## config.mk

```make
export PLATFORM = sky130hd
export DESIGN_NAME = mqtt_client_packet_parser_unit_flat
export DESIGN_NICKNAME = d
export VERILOG_FILES = /design/src/rtl/core/mcpp_pkg.sv /design/src/rtl/core/mcpp_if.sv /design/src/rtl/core/mcpp_in_stage.sv /design/src/rtl/core/mcpp_parse.sv /design/src/rtl/core/mcpp_out_stage.sv /design/src/rtl/core/mqtt_client_packet_parser_unit.sv /design/src/flat_wrapper.sv
export SDC_FILE = /design/constraint.sdc
export NUM_CORES = 1
export LEC_CHECK = 0
export ABC_AREA = 1
export BUFFER_PORTS_ARGS = -buffer_cell sky130_fd_sc_hd__buf_2
export CAP_MARGIN = 5
export CORE_MARGIN = 8
export CORE_UTILIZATION = 65
export DETAILED_ROUTE_END_ITERATION = 16
export PLACE_DENSITY = 0.84
export SLEW_MARGIN = 15
export SYNTH_ARGS = -nofsm -noshare
export SYNTH_HDL_FRONTEND = slang
export SYNTH_HIERARCHICAL = 1
export SYNTH_SLANG_ARGS = --single-unit
```

## constraint.sdc

```tcl
create_clock -name clock -period 17 [get_ports clock]
set_input_delay 0 -clock clock [delete_from_list [all_inputs] [get_ports clock]]
set_output_delay 0 -clock clock [all_outputs]
set_load 0.01 [all_outputs]
```

## src/rtl/core/mcpp_pkg.sv

```systemverilog
// ----------------------------------------------------------------------------
// MQTT client packet parser package
// Shared types and codes for the byte-serial MQTT 3.1.1 packet parser.
// ----------------------------------------------------------------------------
package mcpp_pkg;

   localparam int unsigned LEN_W = 28;

   typedef enum logic [1:0] {
      PH_TYPE,
      PH_LEN,
      PH_BODY,
      PH_HALT
   } phase_type;

   localparam logic [2:0] ROLE_TYPE    = 3'd0;
   localparam logic [2:0] ROLE_LEN     = 3'd1;
   localparam logic [2:0] ROLE_FIXED   = 3'd2;
   localparam logic [2:0] ROLE_TOPIC   = 3'd3;
   localparam logic [2:0] ROLE_PAYLOAD = 3'd4;
   localparam logic [2:0] ROLE_CODE    = 3'd5;
   localparam logic [2:0] ROLE_DROP    = 3'd6;

   localparam logic [1:0] ST_OK        = 2'd0;
   localparam logic [1:0] ST_MALFORMED = 2'd1;
   localparam logic [1:0] ST_QOS2      = 2'd2;

   localparam logic [3:0] PKT_CONNACK  = 4'd2;
   localparam logic [3:0] PKT_PUBLISH  = 4'd3;
   localparam logic [3:0] PKT_PUBACK   = 4'd4;
   localparam logic [3:0] PKT_PUBREC   = 4'd5;
   localparam logic [3:0] PKT_PUBREL   = 4'd6;
   localparam logic [3:0] PKT_PUBCOMP  = 4'd7;
   localparam logic [3:0] PKT_SUBACK   = 4'd9;
   localparam logic [3:0] PKT_UNSUBACK = 4'd11;
   localparam logic [3:0] PKT_PINGRESP = 4'd13;

   localparam logic [1:0] QOS_0 = 2'd0;
   localparam logic [1:0] QOS_1 = 2'd1;
   localparam logic [1:0] QOS_2 = 2'd2;
   localparam logic [1:0] QOS_3 = 2'd3;

   localparam logic [3:0] FLAGS_NONE   = 4'h0;
   localparam logic [3:0] FLAGS_PUBREL = 4'h2;

   typedef struct packed {
      logic [2:0]       byte_role;
      logic [7:0]       data_out;
      logic             packet_done;
      logic [1:0]       status;
      logic [3:0]       packet_type;
      logic [3:0]       header_flags;
      logic             session_flag;
      logic [7:0]       connack_code;
      logic [15:0]      packet_ident;
      logic [15:0]      topic_length;
      logic [LEN_W-1:0] body_count;
   } rsp_type;

endpackage

```

## src/rtl/core/mcpp_if.sv

```systemverilog
// ----------------------------------------------------------------------------
// MQTT client packet parser channels
// Valid/ready channels for the received byte and the tagged result.
// ----------------------------------------------------------------------------
interface mcpp_req_if;
   logic       valid;
   logic       ready;
   logic [7:0] data_byte;

   modport source (output valid, output data_byte, input ready);
   modport sink   (input valid, input data_byte, output ready);
endinterface

interface mcpp_rsp_if;
   logic        valid;
   logic        ready;
   logic [2:0]  byte_role;
   logic [7:0]  data_out;
   logic        packet_done;
   logic [1:0]  status;
   logic [3:0]  packet_type;
   logic [3:0]  header_flags;
   logic        session_flag;
   logic [7:0]  connack_code;
   logic [15:0] packet_ident;
   logic [15:0] topic_length;
   logic [27:0] body_count;

   modport source (output valid, output byte_role, output data_out, output packet_done,
                   output status, output packet_type, output header_flags,
                   output session_flag, output connack_code, output packet_ident,
                   output topic_length, output body_count, input ready);
   modport sink   (input valid, input byte_role, input data_out, input packet_done,
                   input status, input packet_type, input header_flags,
                   input session_flag, input connack_code, input packet_ident,
                   input topic_length, input body_count, output ready);
endinterface

```

## src/rtl/core/mcpp_in_stage.sv

```systemverilog
// ----------------------------------------------------------------------------
// MQTT parser input register
// Captures one request byte and holds it until the parse step consumes it.
// ----------------------------------------------------------------------------
module mcpp_in_stage (
   input  logic       clock,
   input  logic       reset,
   mcpp_req_if.sink   req_chan,
   input  logic       advance,
   output logic       valid_ff,
   output logic [7:0] byte_ff
);

   logic       valid_in;
   logic [7:0] byte_in;
   logic       take;

   assign req_chan.ready = !valid_ff || advance;
   assign take           = req_chan.valid && req_chan.ready;

   always_comb begin
      valid_in = valid_ff;
      byte_in  = byte_ff;
      if (take) begin
         valid_in = 1'b1;
         byte_in  = req_chan.data_byte;
      end else if (advance) begin
         valid_in = 1'b0;
      end
   end

   always_ff @(posedge clock) begin
      if (reset) begin
         valid_ff <= 1'b0;
      end else begin
         valid_ff <= valid_in;
      end
      byte_ff <= byte_in;
   end

endmodule

```

## src/rtl/core/mcpp_parse.sv

```systemverilog
// ----------------------------------------------------------------------------
// MQTT parser step
// Packet state and the per-byte decode that tags the byte and checks packets.
// ----------------------------------------------------------------------------
module mcpp_parse import mcpp_pkg::*; (
   input  logic       clock,
   input  logic       reset,
   input  logic       step,
   input  logic [7:0] data_byte,
   output rsp_type    result
);

   phase_type        phase_ff, phase_in;
   logic [3:0]       type_ff, flags_ff;
   logic [LEN_W-1:0] rl_ff, pos_ff;
   logic [1:0]       idx_ff;
   logic [15:0]      tl_ff, id_ff;
   logic [7:0]       fcb_ff;

   logic [LEN_W-1:0] len_grp, rl_len, rl_fin;
   logic [1:0]       qos;
   logic [LEN_W:0]   pos_x, rl_x, tl_x, topic_end;
   logic             pos_last;
   logic [7:0]       fcb_eff;
   logic [15:0]      tl_eff, id_eff;
   logic             id_upd;
   logic [2:0]       body_role;
   logic             len_overflow, len_zero;

   logic [1:0]       fin_st;
   logic             fin_sp;
   logic [7:0]       fin_rc;
   logic [15:0]      fin_id, fin_tl;
   logic [LEN_W-1:0] fin_body;
   logic [LEN_W:0]   pub_end;

   // Length groups are disjoint, so the add never carries into a used group.
   assign len_grp      = LEN_W'(data_byte[6:0]) << (5'(idx_ff) * 5'd7);
   assign rl_len       = rl_ff + len_grp;
   assign len_overflow = data_byte[7] && (idx_ff == 2'd3);
   assign len_zero     = !data_byte[7] && (rl_len == '0);
   assign rl_fin       = (phase_ff == PH_LEN) ? rl_len : rl_ff;

   assign qos       = flags_ff[2:1];
   assign pos_x     = (LEN_W+1)'(pos_ff);
   assign rl_x      = (LEN_W+1)'(rl_ff);
   assign tl_x      = (LEN_W+1)'(tl_ff);
   assign topic_end = tl_x + (LEN_W+1)'(2);
   assign pos_last  = (pos_x + (LEN_W+1)'(1)) >= rl_x;

   assign fcb_eff = (pos_ff == '0) ? data_byte : fcb_ff;
   assign tl_eff  = (type_ff == PKT_PUBLISH && pos_ff == LEN_W'(1)) ?
                    {fcb_ff, data_byte} : tl_ff;

   always_comb begin
      if (type_ff == PKT_PUBLISH) begin
         id_upd = (qos == QOS_1) && (pos_x >= (LEN_W+1)'(2)) &&
                  (pos_x == topic_end || pos_x == topic_end + (LEN_W+1)'(1));
      end else begin
         id_upd = pos_ff < LEN_W'(2);
      end
   end
   assign id_eff = id_upd ? {id_ff[7:0], data_byte} : id_ff;

   always_comb begin
      unique case (type_ff) inside
         PKT_CONNACK, PKT_PUBACK, PKT_PUBREC, PKT_PUBREL, PKT_PUBCOMP, PKT_UNSUBACK: begin
            body_role = (pos_ff < LEN_W'(2)) ? ROLE_FIXED : ROLE_DROP;
         end
         PKT_SUBACK: begin
            body_role = (pos_ff < LEN_W'(2)) ? ROLE_FIXED : ROLE_CODE;
         end
         PKT_PUBLISH: begin
            if (qos[1]) begin
               body_role = ROLE_DROP;
            end else if (pos_ff < LEN_W'(2)) begin
               body_role = ROLE_FIXED;
            end else if (pos_x < topic_end) begin
               body_role = ROLE_TOPIC;
            end else if (qos == QOS_1 && pos_x < topic_end + (LEN_W+1)'(2)) begin
               body_role = ROLE_FIXED;
            end else begin
               body_role = ROLE_PAYLOAD;
            end
         end
         default: begin
            body_role = ROLE_DROP;
         end
      endcase
   end

   // Packet check on its last byte, using the field values this byte leaves.
   assign pub_end = (LEN_W+1)'(tl_eff) + (LEN_W+1)'(2);

   always_comb begin
      fin_st   = ST_OK;
      fin_sp   = 1'b0;
      fin_rc   = '0;
      fin_id   = '0;
      fin_tl   = '0;
      fin_body = '0;
      unique case (type_ff) inside
         PKT_CONNACK: begin
            if (rl_fin != LEN_W'(2) || flags_ff != FLAGS_NONE || fcb_eff[7:1] != '0) begin
               fin_st = ST_MALFORMED;
            end else begin
               fin_sp = fcb_eff[0];
               fin_rc = data_byte;
            end
         end
         PKT_PUBLISH: begin
            if (qos == QOS_3) begin
               fin_st = ST_MALFORMED;
            end else if (qos == QOS_2) begin
               fin_st = ST_QOS2;
            end else if (rl_fin < LEN_W'(2) || pub_end > (LEN_W+1)'(rl_fin)) begin
               fin_st = ST_MALFORMED;
            end else if (qos == QOS_1) begin
               if (pub_end + (LEN_W+1)'(2) > (LEN_W+1)'(rl_fin)) begin
                  fin_st = ST_MALFORMED;
               end else begin
                  fin_id   = id_eff;
                  fin_tl   = tl_eff;
                  fin_body = LEN_W'((LEN_W+1)'(rl_fin) - pub_end - (LEN_W+1)'(2));
               end
            end else begin
               fin_tl   = tl_eff;
               fin_body = LEN_W'((LEN_W+1)'(rl_fin) - pub_end);
            end
         end
         PKT_PUBACK, PKT_PUBREC, PKT_PUBCOMP, PKT_UNSUBACK: begin
            if (rl_fin != LEN_W'(2) || flags_ff != FLAGS_NONE) begin
               fin_st = ST_MALFORMED;
            end else begin
               fin_id = id_eff;
            end
         end
         PKT_PUBREL: begin
            if (rl_fin != LEN_W'(2) || flags_ff != FLAGS_PUBREL) begin
               fin_st = ST_MALFORMED;
            end else begin
               fin_id = id_eff;
            end
         end
         PKT_SUBACK: begin
            if (rl_fin < LEN_W'(3) || flags_ff != FLAGS_NONE) begin
               fin_st = ST_MALFORMED;
            end else begin
               fin_id   = id_eff;
               fin_body = rl_fin - LEN_W'(2);
            end
         end
         PKT_PINGRESP: begin
            if (rl_fin != '0 || flags_ff != FLAGS_NONE) begin
               fin_st = ST_MALFORMED;
            end
         end
         default: begin
            fin_st = ST_MALFORMED;
         end
      endcase
   end

   // Next phase.
   always_comb begin
      phase_in = phase_ff;
      unique case (phase_ff)
         PH_TYPE: begin
            phase_in = PH_LEN;
         end
         PH_LEN: begin
            if (len_overflow) begin
               phase_in = PH_HALT;
            end else if (data_byte[7]) begin
               phase_in = PH_LEN;
            end else if (len_zero) begin
               phase_in = (fin_st == ST_OK) ? PH_TYPE : PH_HALT;
            end else begin
               phase_in = PH_BODY;
            end
         end
         PH_BODY: begin
            if (pos_last) begin
               phase_in = (fin_st == ST_OK) ? PH_TYPE : PH_HALT;
            end
         end
         PH_HALT: begin
            phase_in = PH_HALT;
         end
         default: begin
            phase_in = PH_HALT;
         end
      endcase
   end

   // Result for the current byte.
   always_comb begin
      result          = '0;
      result.data_out = data_byte;
      unique case (phase_ff) inside
         PH_TYPE: begin
            result.byte_role    = ROLE_TYPE;
            result.packet_type  = data_byte[7:4];
            result.header_flags = data_byte[3:0];
         end
         PH_LEN, PH_BODY: begin
            result.byte_role    = (phase_ff == PH_LEN) ? ROLE_LEN : body_role;
            result.packet_type  = type_ff;
            result.header_flags = flags_ff;
            if (phase_ff == PH_LEN && len_overflow) begin
               result.packet_done = 1'b1;
               result.status      = ST_MALFORMED;
            end else if ((phase_ff == PH_LEN && len_zero) ||
                         (phase_ff == PH_BODY && pos_last)) begin
               result.packet_done = 1'b1;
               result.status      = fin_st;
               if (fin_st == ST_OK) begin
                  result.session_flag = fin_sp;
                  result.connack_code = fin_rc;
                  result.packet_ident = fin_id;
                  result.topic_length = fin_tl;
                  result.body_count   = fin_body;
               end
            end
         end
         PH_HALT: begin
            result.byte_role = ROLE_DROP;
         end
         default: begin
            result.byte_role = ROLE_DROP;
         end
      endcase
   end

   always_ff @(posedge clock) begin
      if (reset) begin
         phase_ff <= PH_TYPE;
      end else if (step) begin
         phase_ff <= phase_in;
      end
   end

   always_ff @(posedge clock) begin
      if (step) begin
         case (phase_ff)
            PH_TYPE: begin
               type_ff  <= data_byte[7:4];
               flags_ff <= data_byte[3:0];
               rl_ff    <= '0;
               idx_ff   <= '0;
               pos_ff   <= '0;
               tl_ff    <= '0;
               id_ff    <= '0;
               fcb_ff   <= '0;
            end
            PH_LEN: begin
               rl_ff <= rl_len;
               if (data_byte[7] && !len_overflow) begin
                  idx_ff <= idx_ff + 2'd1;
               end
            end
            PH_BODY: begin
               fcb_ff <= fcb_eff;
               tl_ff  <= tl_eff;
               id_ff  <= id_eff;
               if (!pos_last) begin
                  pos_ff <= pos_ff + LEN_W'(1);
               end
            end
            default: begin
            end
         endcase
      end
   end

`ifndef SYNTHESIS
   a_halt_sticks: assert property (@(posedge clock) disable iff (reset)
      phase_ff == PH_HALT |=> phase_ff == PH_HALT)
      else $error("parser left the halted phase without reset");

   a_pos_in_range: assert property (@(posedge clock) disable iff (reset)
      phase_ff == PH_BODY |-> pos_ff < rl_ff)
      else $error("content position ran past the remaining length");

   a_done_ends_packet: assert property (@(posedge clock) disable iff (reset)
      step && result.packet_done |=> phase_ff == PH_TYPE || phase_ff == PH_HALT)
      else $error("packet end did not return to header or halt");
`endif

endmodule

```

## src/rtl/core/mcpp_out_stage.sv

```systemverilog
// ----------------------------------------------------------------------------
// MQTT parser result register
// Holds one tagged result until the receiver takes it.
// ----------------------------------------------------------------------------
module mcpp_out_stage import mcpp_pkg::*; (
   input  logic      clock,
   input  logic      reset,
   input  logic      load,
   input  rsp_type   result,
   output logic      free,
   mcpp_rsp_if.source rsp_chan
);

   logic    valid_ff, valid_in;
   rsp_type data_ff;

   assign free = !valid_ff || rsp_chan.ready;

   always_comb begin
      valid_in = valid_ff;
      if (load) begin
         valid_in = 1'b1;
      end else if (rsp_chan.ready) begin
         valid_in = 1'b0;
      end
   end

   always_ff @(posedge clock) begin
      if (reset) begin
         valid_ff <= 1'b0;
      end else begin
         valid_ff <= valid_in;
      end
      if (load) begin
         data_ff <= result;
      end
   end

   assign rsp_chan.valid        = valid_ff;
   assign rsp_chan.byte_role    = data_ff.byte_role;
   assign rsp_chan.data_out     = data_ff.data_out;
   assign rsp_chan.packet_done  = data_ff.packet_done;
   assign rsp_chan.status       = data_ff.status;
   assign rsp_chan.packet_type  = data_ff.packet_type;
   assign rsp_chan.header_flags = data_ff.header_flags;
   assign rsp_chan.session_flag = data_ff.session_flag;
   assign rsp_chan.connack_code = data_ff.connack_code;
   assign rsp_chan.packet_ident = data_ff.packet_ident;
   assign rsp_chan.topic_length = data_ff.topic_length;
   assign rsp_chan.body_count   = data_ff.body_count;

endmodule

```

## src/rtl/core/mqtt_client_packet_parser_unit.sv

```systemverilog
// ----------------------------------------------------------------------------
// MQTT client packet parser
// Byte-serial parser for packets received from an MQTT 3.1.1 broker.
// ----------------------------------------------------------------------------
// Usage:
//   req_chan carries the received stream one byte per request. For every
//   request byte, rsp_chan returns exactly one result that tags the byte's
//   role (type, length, fixed field, topic, payload, return code, discarded)
//   and passes the byte through. On a packet's last byte the result carries
//   packet_done with the status and the decoded fields.
//   A request accepted on req_chan is held in the input register, decoded
//   by the parse step and registered in the result register for rsp_chan.
//   Throughput is one byte per cycle while the receiver takes every result;
//   the per-byte state update in the parse step is the loop that sets it.
//   When the receiver stalls, the result register holds and the input
//   register still takes one more request; req_chan.ready then drops until
//   the result is taken.
//   Reset (synchronous) empties both registers and returns the parser to
//   waiting for a type byte. A malformed or unsupported packet halts the
//   parser: later bytes come back as discarded until the next reset.
// ----------------------------------------------------------------------------
module mqtt_client_packet_parser_unit import mcpp_pkg::*; (
   input  logic       clock,
   input  logic       reset,
   mcpp_req_if.sink   req_chan,
   mcpp_rsp_if.source rsp_chan
);

   logic       in_valid;
   logic [7:0] in_byte;
   logic       out_free;
   logic       advance;
   rsp_type    result;

   assign advance = in_valid && out_free;

   mcpp_in_stage u_in_stage (
      .clock    (clock),
      .reset    (reset),
      .req_chan (req_chan),
      .advance  (advance),
      .valid_ff (in_valid),
      .byte_ff  (in_byte)
   );

   mcpp_parse u_parse (
      .clock     (clock),
      .reset     (reset),
      .step      (advance),
      .data_byte (in_byte),
      .result    (result)
   );

   mcpp_out_stage u_out_stage (
      .clock    (clock),
      .reset    (reset),
      .load     (advance),
      .result   (result),
      .free     (out_free),
      .rsp_chan (rsp_chan)
   );

`ifndef SYNTHESIS
   a_step_gives_result: assert property (@(posedge clock) disable iff (reset)
      advance |=> rsp_chan.valid)
      else $error("parse step did not produce a pending result");
`endif

endmodule

```

## src/flat_wrapper.sv

```systemverilog
// flat-port wrapper written by rule: the top's interface ports become plain ports
module mqtt_client_packet_parser_unit_flat import mcpp_pkg::*;
  (clock, reset, req_chan_valid, req_chan_data_byte, req_chan_ready, rsp_chan_valid, rsp_chan_byte_role, rsp_chan_data_out, rsp_chan_packet_done, rsp_chan_status, rsp_chan_packet_type, rsp_chan_header_flags, rsp_chan_session_flag, rsp_chan_connack_code, rsp_chan_packet_ident, rsp_chan_topic_length, rsp_chan_body_count, rsp_chan_ready);
  mcpp_req_if req_chan_i ();
  mcpp_rsp_if rsp_chan_i ();
  input  logic clock;
  input  logic reset;
  input wire logic [$bits(req_chan_i.valid)-1:0] req_chan_valid;
  input wire logic [$bits(req_chan_i.data_byte)-1:0] req_chan_data_byte;
  output wire logic [$bits(req_chan_i.ready)-1:0] req_chan_ready;
  output wire logic [$bits(rsp_chan_i.valid)-1:0] rsp_chan_valid;
  output wire logic [$bits(rsp_chan_i.byte_role)-1:0] rsp_chan_byte_role;
  output wire logic [$bits(rsp_chan_i.data_out)-1:0] rsp_chan_data_out;
  output wire logic [$bits(rsp_chan_i.packet_done)-1:0] rsp_chan_packet_done;
  output wire logic [$bits(rsp_chan_i.status)-1:0] rsp_chan_status;
  output wire logic [$bits(rsp_chan_i.packet_type)-1:0] rsp_chan_packet_type;
  output wire logic [$bits(rsp_chan_i.header_flags)-1:0] rsp_chan_header_flags;
  output wire logic [$bits(rsp_chan_i.session_flag)-1:0] rsp_chan_session_flag;
  output wire logic [$bits(rsp_chan_i.connack_code)-1:0] rsp_chan_connack_code;
  output wire logic [$bits(rsp_chan_i.packet_ident)-1:0] rsp_chan_packet_ident;
  output wire logic [$bits(rsp_chan_i.topic_length)-1:0] rsp_chan_topic_length;
  output wire logic [$bits(rsp_chan_i.body_count)-1:0] rsp_chan_body_count;
  input wire logic [$bits(rsp_chan_i.ready)-1:0] rsp_chan_ready;
  assign req_chan_i.valid = req_chan_valid;
  assign req_chan_i.data_byte = req_chan_data_byte;
  assign req_chan_ready = req_chan_i.ready;
  assign rsp_chan_valid = rsp_chan_i.valid;
  assign rsp_chan_byte_role = rsp_chan_i.byte_role;
  assign rsp_chan_data_out = rsp_chan_i.data_out;
  assign rsp_chan_packet_done = rsp_chan_i.packet_done;
  assign rsp_chan_status = rsp_chan_i.status;
  assign rsp_chan_packet_type = rsp_chan_i.packet_type;
  assign rsp_chan_header_flags = rsp_chan_i.header_flags;
  assign rsp_chan_session_flag = rsp_chan_i.session_flag;
  assign rsp_chan_connack_code = rsp_chan_i.connack_code;
  assign rsp_chan_packet_ident = rsp_chan_i.packet_ident;
  assign rsp_chan_topic_length = rsp_chan_i.topic_length;
  assign rsp_chan_body_count = rsp_chan_i.body_count;
  assign rsp_chan_i.ready = rsp_chan_ready;
  mqtt_client_packet_parser_unit u_core (.clock(clock), .reset(reset), .req_chan(req_chan_i), .rsp_chan(rsp_chan_i));
endmodule
```

# Word-level counts from Yosys, hierarchy flattened
# Cells that the tools add are included.
# word_totals
regBits,209
wordCells,190
# op_classes
shifts,1
n_mux,64
bitwise,5
n_reduce_logical,50
multipliers,1
eq_ne,24
order_cmp,9
addsub,12
# op_table
cell,n
$mux 28,8
$mux 16,12
$pmux 28 s2,3
$lt 28x2->1 const B,3
$pmux 16 s2,2
$pmux 16 s4,1
$logic_not 28->1,2
$sub 28x2->28 const B,2
$add 17x2->18 const B,2
$add 16x2->17 const B,2
$pmux 8 s2,2
$add 28x1->29 const B,1
$ge 29x28->1,1
$add 28x1->28 const B,1
$add 28x28->28,1
$eq 28x1->1 const B,1
$eq 28x17->1,1
$eq 28x18->1,1
$ge 28x2->1 const B,1
$gt 17x28->1,1
$gt 18x28->1,1
$lt 28x17->1,1
$lt 28x18->1,1
$ne 28x2->1 const B,1
38 further kinds,114

# Depth between registers and ports, before layout
# logic_depth
word_depth,18
ltp_mapped,41
ltp_nobuf,40

# Hierarchy
# The synthesis kept the hierarchy.
# modules_own_cells
mod,cells_each,seq_area_each_um2,n_inst,area_each_um2
mcpp_parse,2318,3223.1,1,14959.3
mcpp_out_stage,96,2752.6,1,2775.2
mcpp_in_stage,14,260.2,1,287.8
mqtt_client_packet_parser_unit,2,0.0,1,7.5

# Least setup slack after synthesis
# No wires, ideal clock.
# synth_path
path_type,flip-flop to flip-flop
start,register u_core.u_out_stage.valid_ff (netlist: u_core/u_out_stage/rsp_chan.valid)
end,register u_core.u_parse.pos_ff[0] (enable)
synth_period_minus_slack_ps,7354
arrival_time_ps,6897
path_slack_ps,9646
path_stages_with_launch,7
cell_sequence,dfxtp_1 > nand2_2 > nand2_1 > inv_1 > inv_1 > a21oi_1 > a21boi_0
# synth_via
elab_chain_cells,4
# synth_lines
item,line,source
from (decl),mcpp_out_stage.sv:14,"logic valid_ff, valid_in;"
from (signal assigned),mcpp_out_stage.sv:32,valid_ff <= valid_in;
$logic_not 1->1,mcpp_out_stage.sv:17,assign free = !valid_ff || rsp_chan.ready;
$logic_or 1x1->1,mcpp_out_stage.sv:17,
net u_core.out_free,mqtt_client_packet_parser_unit.sv:31,logic out_free;
$logic_and 1x1->1,mqtt_client_packet_parser_unit.sv:35,assign advance = in_valid && out_free;
net u_core.advance,mqtt_client_packet_parser_unit.sv:32,logic advance;
$reduce_and 3->1 (no source line),--,
to (signal assigned),mcpp_parse.sv:267,pos_ff <= pos_ff + LEN_W'(1);
to (decl),mcpp_parse.sv:15,"logic [LEN_W-1:0] rl_ff, pos_ff;"
# The timed path passes the listed nets, and every way through them passes these cells.
# A chain may end at the register's enable or synchronous reset.

# Worst setup path after layout
# layout_path
start,register u_core.u_parse.pos_ff[18]
end,"register u_core.u_out_stage.data_ff (netlist bit u_core/u_out_stage/rsp_chan.packet_ident[0]), data pin"
# layout_via
elab_chain_cells,15
word_cells_on_any_way,45
cone_classes,add/sub: 3; order compare: 5; eq/ne: 3; mux: 20; bitwise: 2; reduce/logical: 12
# layout_lines
item,line,source
$eq 28x1->1 (*),mcpp_parse.sv:52,assign tl_eff = (type_ff == PKT_PUBLISH && pos_ff == LEN_W'(1)) ?
$logic_and 1x1->1 (*),mcpp_parse.sv:52,
$mux 16 (*),mcpp_parse.sv:52,
net u_core.u_parse.tl_eff[1],mcpp_parse.sv:25,"logic [15:0] tl_eff, id_eff;"
$add 16x2->17 (*),mcpp_parse.sv:93,assign pub_end = (LEN_W+1)'(tl_eff) + (LEN_W+1)'(2);
$add 17x2->18,mcpp_parse.sv:119,if (pub_end + (LEN_W+1)'(2) > (LEN_W+1)'(rl_fin)) begin
$gt 18x28->1,mcpp_parse.sv:119,
$mux 1,mcpp_parse.sv:119,
$mux 1,mcpp_parse.sv:118,end else if (qos == QOS_1) begin
$mux 1,mcpp_parse.sv:116,end else if (rl_fin < LEN_W'(2) || pub_end > (LEN_W+1)'(rl_fin)) begin
$mux 2,mcpp_parse.sv:114,end else if (qos == QOS_2) begin
$mux 2,mcpp_parse.sv:112,if (qos == QOS_3) begin
$pmux 2 s6,mcpp_parse.sv:102,unique case (type_ff) inside
$logic_not 2->1,mcpp_parse.sv:217,if (fin_st == ST_OK) begin
$not 1->1 (no source line),--,
$reduce_or 4->1 (no source line),--,
to (signal assigned),mcpp_out_stage.sv:35,data_ff <= result;
to (decl),mcpp_out_stage.sv:15,rsp_type data_ff;
# Mark *: on every way through the listed nets, which the timed path passes. The rest lies on a longest branch.

==> results by stage <==
Synthesis:
- The total of flip-flops plus latches after synthesis is 209.
- The sequential fraction of the synthesis area is 34.59%.
- The most used flip-flop cell after synthesis is sky130_fd_sc_hd__edfxtp_1.
- The share of the synthesized area in the top cell type is 34.14%.
- In this run, synthesis inferred 205 flip-flops with an integrated enable.
- The number of warnings issued by yosys is 6.
- The cell area after synthesis is 18030 um^2.
- Sorting the synthesized cells by area gives the leading types as sky130_fd_sc_hd__edfxtp_1 34%, sky130_fd_sc_hd__nand2_1 9.9%, sky130_fd_sc_hd__ha_1 9.2%.
- Counting instances in the post-synthesis netlist gives the leading cell types as 477 x sky130_fd_sc_hd__nand2_1, 361 x sky130_fd_sc_hd__inv_1, 342 x sky130_fd_sc_hd__nor2_1.
- The net count after synthesis is 2576.
- The cell type with the highest aggregate area in the netlist is sky130_fd_sc_hd__edfxtp_1.
- The fraction of registers with async set or reset after synthesis is 0%.
- The most common cell in the netlist is sky130_fd_sc_hd__nand2_1.
- The synthesized area per cell is 7.420 um^2.
- The number of distinct library cells after synthesis is 70.
- The instance count of the mapped netlist is 2430.

Setup path:
- In this design, the critical path's most frequently occurring cell is sky130_fd_sc_hd__nand3_1.
- Of all nets on the critical path, the largest fanout is 29.
- For the worst setup path, the data required time is 17.23 ns.
- The startpoint kind of the worst setup timing path is a flop.
- The element type at the critical path end is a flop.
- The worst setup path is of the reg2reg kind.
- The arrival time at the worst endpoint is 7.44 ns.
- The number of cells traversed by the worst register-to-register path is 30.
- In this design, the stage delay of the slowest critical-path cell is 1.01 ns.
- The highest-delay cell along the critical path is sky130_fd_sc_hd__or2_1.

Routing:
- After detailed routing, the total wire length is 57550 um.
- Detailed routing placed a total of 25170 um of wire on met2.
- The highest routing layer actually used is met4.
- The number of remaining DRC errors is 0.
- After detailed routing, the average wire length per cell comes to 19.66 um.
- Using the TritonRoute via totals, the vias-per-cell ratio works out to 5.987.
- The number of nets still failing antenna checks after routing is 0.
- Wire segments on met3 add up to 6654 um in the final route.
- For this block, the initial DRC count from the detailed router was 2010.
- The routed via count is 17523.
- In the final routing, the length of wire on met1 measures 22610 um.
- The first-pass iteration count of the detailed router is 6.

Worst hold path:
- Along the worst hold path, the cell count comes to 3.
- The worst min-delay path class is in2reg.

Clock network:
- The total number of H-tree levels is 1.
- For the worst-skew pair, the clock arrives at the later sink with an insertion delay of 0.53 ns.
- The clock passes through at most 3 buffers.
- In this run the clock root is driven by a sky130_fd_sc_hd__clkbuf_16.
- The clock tree from TritonCTS is built.
- The clock transition at the register clock pins on the worst setup and hold paths after CTS is 0.07 ns.
- The clock drives 209 sinks.
- Buffers added to address setup during post-CTS repair amount to 0.
- The number of buffers added by the clock tree synthesis step is 24.

Power:
- The total power per unit cell area is 80.17 nW/um^2.
- The analysis attributes to cell leakage a power of 8.915 nW.
- The maximum vdd ir drop is 0.08956 mV.

Final layout:
- The area of combinational cells with multiple inputs is 10080 um^2.
- The repair_antennas step left the layout with diodes totalling 0.
- The count of nets after finishing is 2678.
- The fraction of layout instances using a drive strength above 1 is 11.30%.
- The area growth from synthesis to layout is 9.591%.
- Once layout is complete, the utilization of the core stands at 71.71%.
- The total of fill cells in the finished design is 2244.
- Registers take 6236 um^2.

Timing:
- At the pin with the least slew margin, the transition time is 1.224 ns.
- The setup TNS is 0 ns.
- Across the routed clock network, the largest skew measured is 0.01086 ns.
- The worst path in the final design needs a cycle of 7.212 ns, including I/O delays and setup.
- The relative max-transition margin is 18.41%.
- Static timing analysis puts the maximum clock frequency at 0.1387 GHz.
- The part of the cycle the worst path needs is 42.42%.
- The final-report max-slew violation count is 0.
- The final count of negative-setup-slack endpoints is 0.
- The number of hold violations in the final report is 0.
- Setup repair after global routing left no endpoint under its margin.
- The final hold slack is 0.06726 ns.

Global route:
- After global routing the overflow that remains totals 0.
- The wire length of the first global-routing pass is 88580 um.
- The number of antenna violations at the first check in global routing is 1.
- The number of global-route vias before repair is 16637.
- The overall routing resource usage is 33.71%.
- Entering global routing, the biggest net connects 68 pins.

Placed design:
- The number of buffers inserted by port buffering is 104.
- The HPWL after detailed placement is 44270 um.
- The final weighted congestion in routability-driven placement is 1.045.

Floorplan:
- The die width is 182.5 um.
- The standard cell core area is 27550 um^2.
- During I/O placement, the number of pins put on the boundary was 105.
- The die is 182.5 um tall.
- The site row count is 61.
- The area enclosed by the die boundary is 33320 um^2.
- The initial cell density of the core is 65.44%.

Flow run:
- Across the run, the number of max-cap violations was 0.

Run status:
- The run finished with clean final reports.
## layout make-up
class	instances	share of cell area [%]
multi-input combinational	1780	51.03
clock buffer	29	3.293
tap	378	2.394
timing repair buffer	125	3.571
clock inverter	14	0.6966
inverter	392	7.459
sequential	209	31.56
## state kept, by name, indices dropped and copies added (netlist names), 16 cells and up
| name | cells |
|---|---|
| u_core/u_out_stage/rsp_chan.body_count | 28 |
| u_core/u_parse/pos_ff | 28 |
| u_core/u_parse/rl_ff | 28 |
| u_core/u_out_stage/rsp_chan.packet_ident | 16 |
| u_core/u_out_stage/rsp_chan.topic_length | 16 |
| u_core/u_parse/id_ff | 16 |
| u_core/u_parse/tl_ff | 16 |
## cell families (layout without fill, tap and decap cells)
| logic type | after synthesis | after routing | synth area share (%) |
|---|---|---|---|
| buffers and inverters | 441 | 560 | 9.653 |
| adders and majority gates | 134 | 134 | 9.382 |
| and+or+nand+nor | 1207 | 1207 | 30.18 |
| muxes | 1 | 1 | 0.05552 |
| AOI/OAI and AO/OA | 329 | 329 | 10.75 |
| other | 1 | 1 | 0.02080 |
| xor gates and xnor gates | 108 | 108 | 5.371 |
| DFF | 209 | 209 | 34.59 |
## through the flow
| step | power (mW) | area, um^2 | std cells | setup slack [ns] |
|---|---|---|---|---|
| 3_5_place_dp | 1.053 | 18860 | 2873 | 10.04 |
| 3_3_place_gp | 1.043 | 18860 | 2873 | 10.22 |
| 6_report | 1.584 | 19760 | 2927 | 9.788 |
| 5_1_grt | 1.652 | 19760 | 2927 | 9.420 |
| 2_1_floorplan | 0.9339 | 18030 | 2430 | 9.646 |
| 4_1_cts | 1.575 | 19760 | 2927 | 10.01 |
## path summary, 6_finish.rpt
path / to / slack, ns / from
worst min register to register: u_core/u_out_stage/rsp_chan.valid / 0.50 / u_core/u_out_stage/rsp_chan.valid
worst max-delay path: u_core/u_out_stage/rsp_chan.packet_ident[0] / 9.79 / u_core/u_parse/pos_ff[18]
worst min-delay path: u_core/u_in_stage/byte_ff[7] / 0.07 / req_chan_valid
worst max register to register: u_core/u_out_stage/rsp_chan.packet_ident[0] / 9.79 / u_core/u_parse/pos_ff[18]
## power by group
part           internal (mW)  leakage, nW  switching (mW)
Sequential             0.600         2.02          0.0272
Combinational          0.132         6.52           0.301
Clock                  0.304        0.382           0.220
Total                   1.04         8.91           0.548
## cell usage in the layout, fill, tap and decap left out, types with 6 or more instances in the layout
cell	instances
sky130_fd_sc_hd__nand2_1	477
sky130_fd_sc_hd__inv_1	359
sky130_fd_sc_hd__nor2_1	341
sky130_fd_sc_hd__edfxtp_1	205
sky130_fd_sc_hd__nand3_1	140
sky130_fd_sc_hd__ha_1	131
sky130_fd_sc_hd__a21oi_1	115
sky130_fd_sc_hd__buf_2	104
sky130_fd_sc_hd__o21ai_0	100
sky130_fd_sc_hd__nor3_1	80
sky130_fd_sc_hd__xor2_1	77
sky130_fd_sc_hd__nand4_1	61
sky130_fd_sc_hd__inv_2	28
sky130_fd_sc_hd__xnor2_1	28
sky130_fd_sc_hd__clkbuf_16	25
sky130_fd_sc_hd__nand2_2	21
sky130_fd_sc_hd__nor2_2	19
sky130_fd_sc_hd__nor2_4	19
sky130_fd_sc_hd__o21ai_1	14
sky130_fd_sc_hd__nor4_1	13
sky130_fd_sc_hd__a21o_1	13
sky130_fd_sc_hd__dlygate4sd3_1	11
sky130_fd_sc_hd__o21ai_2	11
sky130_fd_sc_hd__a31oi_1	11
sky130_fd_sc_hd__buf_4	10
sky130_fd_sc_hd__nand3_2	7
sky130_fd_sc_hd__o22ai_1	7
sky130_fd_sc_hd__o32ai_1	6
sky130_fd_sc_hd__a211oi_1	6
sky130_fd_sc_hd__o21bai_1	6
## worst max-delay path, delay by kind of cell (launching register included)
family | cells | cell delay (ns)
adders and majority gates | 2 | 0.57
buffers and inverters | 3 | 0.25
DFF | 1 | 0.45
and+or+nand+nor | 24 | 5.40
AOI/OAI and AO/OA | 1 | 0.20
## layer usage
metal  track usage (%)  vias up
met1             41.56     8052
met2             53.45     1003
met4             17.58        0
met5                 0        -
met3             9.147      191
li1                  -     8277
## repair_timing
action | CTS | global route
endpoints found under the hold margin | 12 | 0
hold buffers | 11 | 0
gates resized for setup | 0 | 0
Note: power is estimated with default switching activity, not from simulation.
